<file path="src/ssrrip_ram.sv">
// ssrrip_ram: generic simple dual port ram, one write and one registered read port
// no dependencies
module ssrrip_ram #(
    parameter int WIDTH = 8,
    parameter int DEPTH = 16
) (
    input  logic                                     clk,
    input  logic                                     we,
    input  logic [((DEPTH > 1) ? $clog2(DEPTH) : 1)-1:0] waddr,
    input  logic [WIDTH-1:0]                         wdata,
    input  logic                                     re,
    input  logic [((DEPTH > 1) ? $clog2(DEPTH) : 1)-1:0] raddr,
    output logic [WIDTH-1:0]                         rdata
);

    logic [WIDTH-1:0] mem_reg [DEPTH];
    logic [WIDTH-1:0] rdata_reg;

    always_ff @(posedge clk)
    begin
        if (we)
        begin
            mem_reg[waddr] <= wdata;
        end
        if (re)
        begin
            rdata_reg <= mem_reg[raddr];
        end
    end

    assign rdata = rdata_reg;

endmodule

</file>
<file path="config.mk">
export PLATFORM = sky130hd
export DESIGN_NAME = ssrrip_ram
export DESIGN_NICKNAME = d
export VERILOG_FILES = /design/src/ssrrip_ram.sv
export SDC_FILE = /design/constraint.sdc
export NUM_CORES = 1
export LEC_CHECK = 0
export BUFFER_PORTS_ARGS = -buffer_cell sky130_fd_sc_hd__buf_2
export CAP_MARGIN = 20
export CORE_MARGIN = 2
export CORE_UTILIZATION = 37
export CTS_BUF_LIST = sky130_fd_sc_hd__clkbuf_16
export DETAILED_ROUTE_END_ITERATION = 10
export GPL_ROUTABILITY_DRIVEN = 1
export PLACE_DENSITY = 0.56
export SETUP_SLACK_MARGIN = 0.02
export SLEW_MARGIN = 20
export SYNTH_ARGS = -nofsm -noshare
export SYNTH_HDL_FRONTEND = slang
export SYNTH_SLANG_ARGS = --single-unit
</file>
<file path="constraint.sdc">
create_clock -name clk -period 4.25 [get_ports clk]
set_input_delay 0.85 -clock clk [delete_from_list [all_inputs] [get_ports clk]]
set_output_delay 0.85 -clock clk [all_outputs]
set_load 0.01 [all_outputs]
</file>
==> out/qor.txt <==
Number of global-route vias before repair: 2457
Starting Density: 0.378
Routed wl met3: 505 µm
Hold Vio Cnt, Final: 0
Clk_lat worst skew: 0.41 ns
Crit share post-route: 0.601
Worst Path Max Fanout: 19
Design Area, Final: 0.00605 mm²
Combinational fraction of design power: 0.046
Critical Path RT: 4.40 ns
Detailed Routing Iterations Pass 1: 4
# nets final: 285
Routed wl met2: 4840 µm
Area grow syn2layout: 15.7%
Compound-Gate Fraction of Synth Area: 0.0230
Setup TNS: 0 ns
Max layer used: met5
CTS Root Cell: clkbuf_16
Hpwl dp: 6270 µm
H-tree level count: 4
Flop pwr share: 0.517
Fin cells: 458
Die X: 123 µm
Post-Route WL: 10100 µm
Initial DRC Count: 240
Worst IR Drop VDD: 0.270 mV
Multi-input gate area: 0.00107 mm²
Worst-path cell chain: buf_2 > buf_4 > mux4_1 > a22oi_1 > nand2_1
Antenna viol nets, final: 0
Max Freq: 0.392 GHz
Synth Instances: 229
Layout Skew: 0.00802 ns
CTS max path bufs: 2
PwrDens: 486 mW/mm²
Routed WL per cell: 22.1 µm
Placed Cells: 427
Initial antenna violation count: 1
Max FFs per register: 128
Die area: 0.0151 mm²
FFs w/ async S/R, synth: 0
Worst-path clk slew: 0.05 ns
CTS Buf Count: 17
Post-synthesis adder-cell area fraction: 0
Minimum clock period: 2.55 ns
Grt ovf: 0
M1 wire length: 4720 µm
Share of cells above drive strength 1: 0.270
Min-Delay Path Class: register to register
Fillers: 1183
Max stage delay cell, worst path: mux4_1
Final core occ: 0.437
Top post-synthesis cells by area: edfxtp_1 (78%), mux4_2 (7.8%), mux4_1 (7.0%)
First-pass GRT wire length: 15400 µm
FP Rows: 43
Switching Power: 591 µW
GRT Total Usage: 0.154
Number of enable flip-flop cells after synthesis: 136
Max_cap viols: 0
Mean Syn Cell Area: 22.8 µm²
Count of different cell masters after synthesis: 18
Leak: 1.99 nW
# clock sinks: 136
Post-synthesis cell area: 0.00523 mm²
Ant diodes: 0
Crit. End Element: register
Placer's final routability congestion estimate: 0.696
CP peak stage delay: 0.59 ns
Hold depth: 3
Simple-gate share of the synthesized area: 0.0314
Clk pwr share: 0.437
Worst r2r path cells: 3
Place WS: 1.24 ns
Die height: 123 µm
I/O Buffers: 26
Most common cell in the netlist: edfxtp_1
Crit Path Category: input port to register
Setup violators final: 0
IO Pins: 27
CTS tree: built
Synth warnings: 0
DR vias: 2340
Final setup margin: 1.70 ns
Register area: 0.00408 mm²
Placed Area: 0.00553 mm²
Syn nets: 248
Yosys top cell area share: 0.781
Largest area contributor in the netlist: edfxtp_1
Arrival @ worst endpoint: 2.71 ns
DRC Markers: 0
#FFs+latches synth: 136
Core Box Area: 0.0138 mm²
Largest family of logic cells by synthesized area: multiplexers
Int Pwr: 2.35 mW
RSZ-0062 raised after global routing: no
Post-CTS Hold Fix Bufs: 0
XOR/XNOR Fraction of Synth Area: 0
Worst Setup Start Kind: input port
Post_cts resized: 0
Largest net degree at the start of global routing: 33
Post-synthesis mux area share: 0.148
Setup Buffers After CTS: 0
Sequential element share of the synthesized area: 0.781
Max-slew violation count: 0
Commonest cells post-synth: edfxtp_1 (136), mux4_2 (18), a22oi_1 (16)
Worst Max-Slew Pin Slew: 0.999 ns
Sw Share: 0.201
Vias per inst: 5.11
Status: completed
Worst rel slew slack: 0.331
Top FF cell, synth: edfxtp_1
==> per-stage QoR <==
stage	hold WS, ns	power (mW)
after detailed placement	0.740	1.68
after global placement	0.735	1.68
after floorplan	0.705	1.62
after CTS	0.753	2.96
after global routing	0.790	3.03
final	0.748	2.94
==> cells in the final DEF (no fill, tap or decap), types with 3 or more instances in the layout <==
cell type    n
clkinv_2     4
nor3_2       3
a22oi_1     16
inv_1        4
nand2_1      9
mux4_2      18
mux4_1      14
nor2_1      13
edfxtp_1   136
clkbuf_16   17
buf_2       26
==> worst paths after layout <==
kind                            slack (ns)          start        to
worst max-delay path                  1.70       raddr[0]  rdata[0]
worst min register to register        0.75  mem_reg[4][1]  rdata[1]
worst min-delay path                  0.75  mem_reg[4][1]  rdata[1]
worst max register to register        2.70  mem_reg[9][5]  rdata[5]
==> layer usage <==
layer  track usage  up-vias
li1              -     1052
met1         0.211     1209
met2         0.230       69
met3        0.0520        8
met4        0.0539        2
met5             0        -
==> cells by family after synthesis <==
| logic type | after synthesis |
|---|---|
| flip-flops | 136 |
| AND/OR/NAND/NOR | 35 |
| multiplexers | 32 |
| AO/OA/AOI/OAI | 16 |
| buffers and inverters | 10 |
==> power by group through the flow <==
| stage | registers [mW] | clock network, mW | logic [mW] |
|---|---|---|---|
| global placement | 1.55 | 0 | 0.136 |
| detailed placement | 1.55 | 0 | 0.138 |
| finish | 1.52 | 1.28 | 0.135 |
| global route | 1.52 | 1.36 | 0.149 |
| floorplan | 1.55 | 0 | 0.0763 |
| CTS | 1.52 | 1.31 | 0.138 |
==> cell type report <==
class                      count  area share
tap                          180      0.0372
timing repair buffer          28      0.0240
clock buffer                  17      0.0703
clock inverter                14      0.0159
sequential                   136       0.675
multi-input combinational     83       0.177
==> critical path: cells and delay by family <==
| kind | cells | cell delay, ns |
|---|---|---|
| mux | 1 | 0.59 |
| buf+inv | 2 | 0.94 |
| compound gates | 1 | 0.24 |
| simple gates | 1 | 0.07 |
Power figures use the tool's default switching activity.
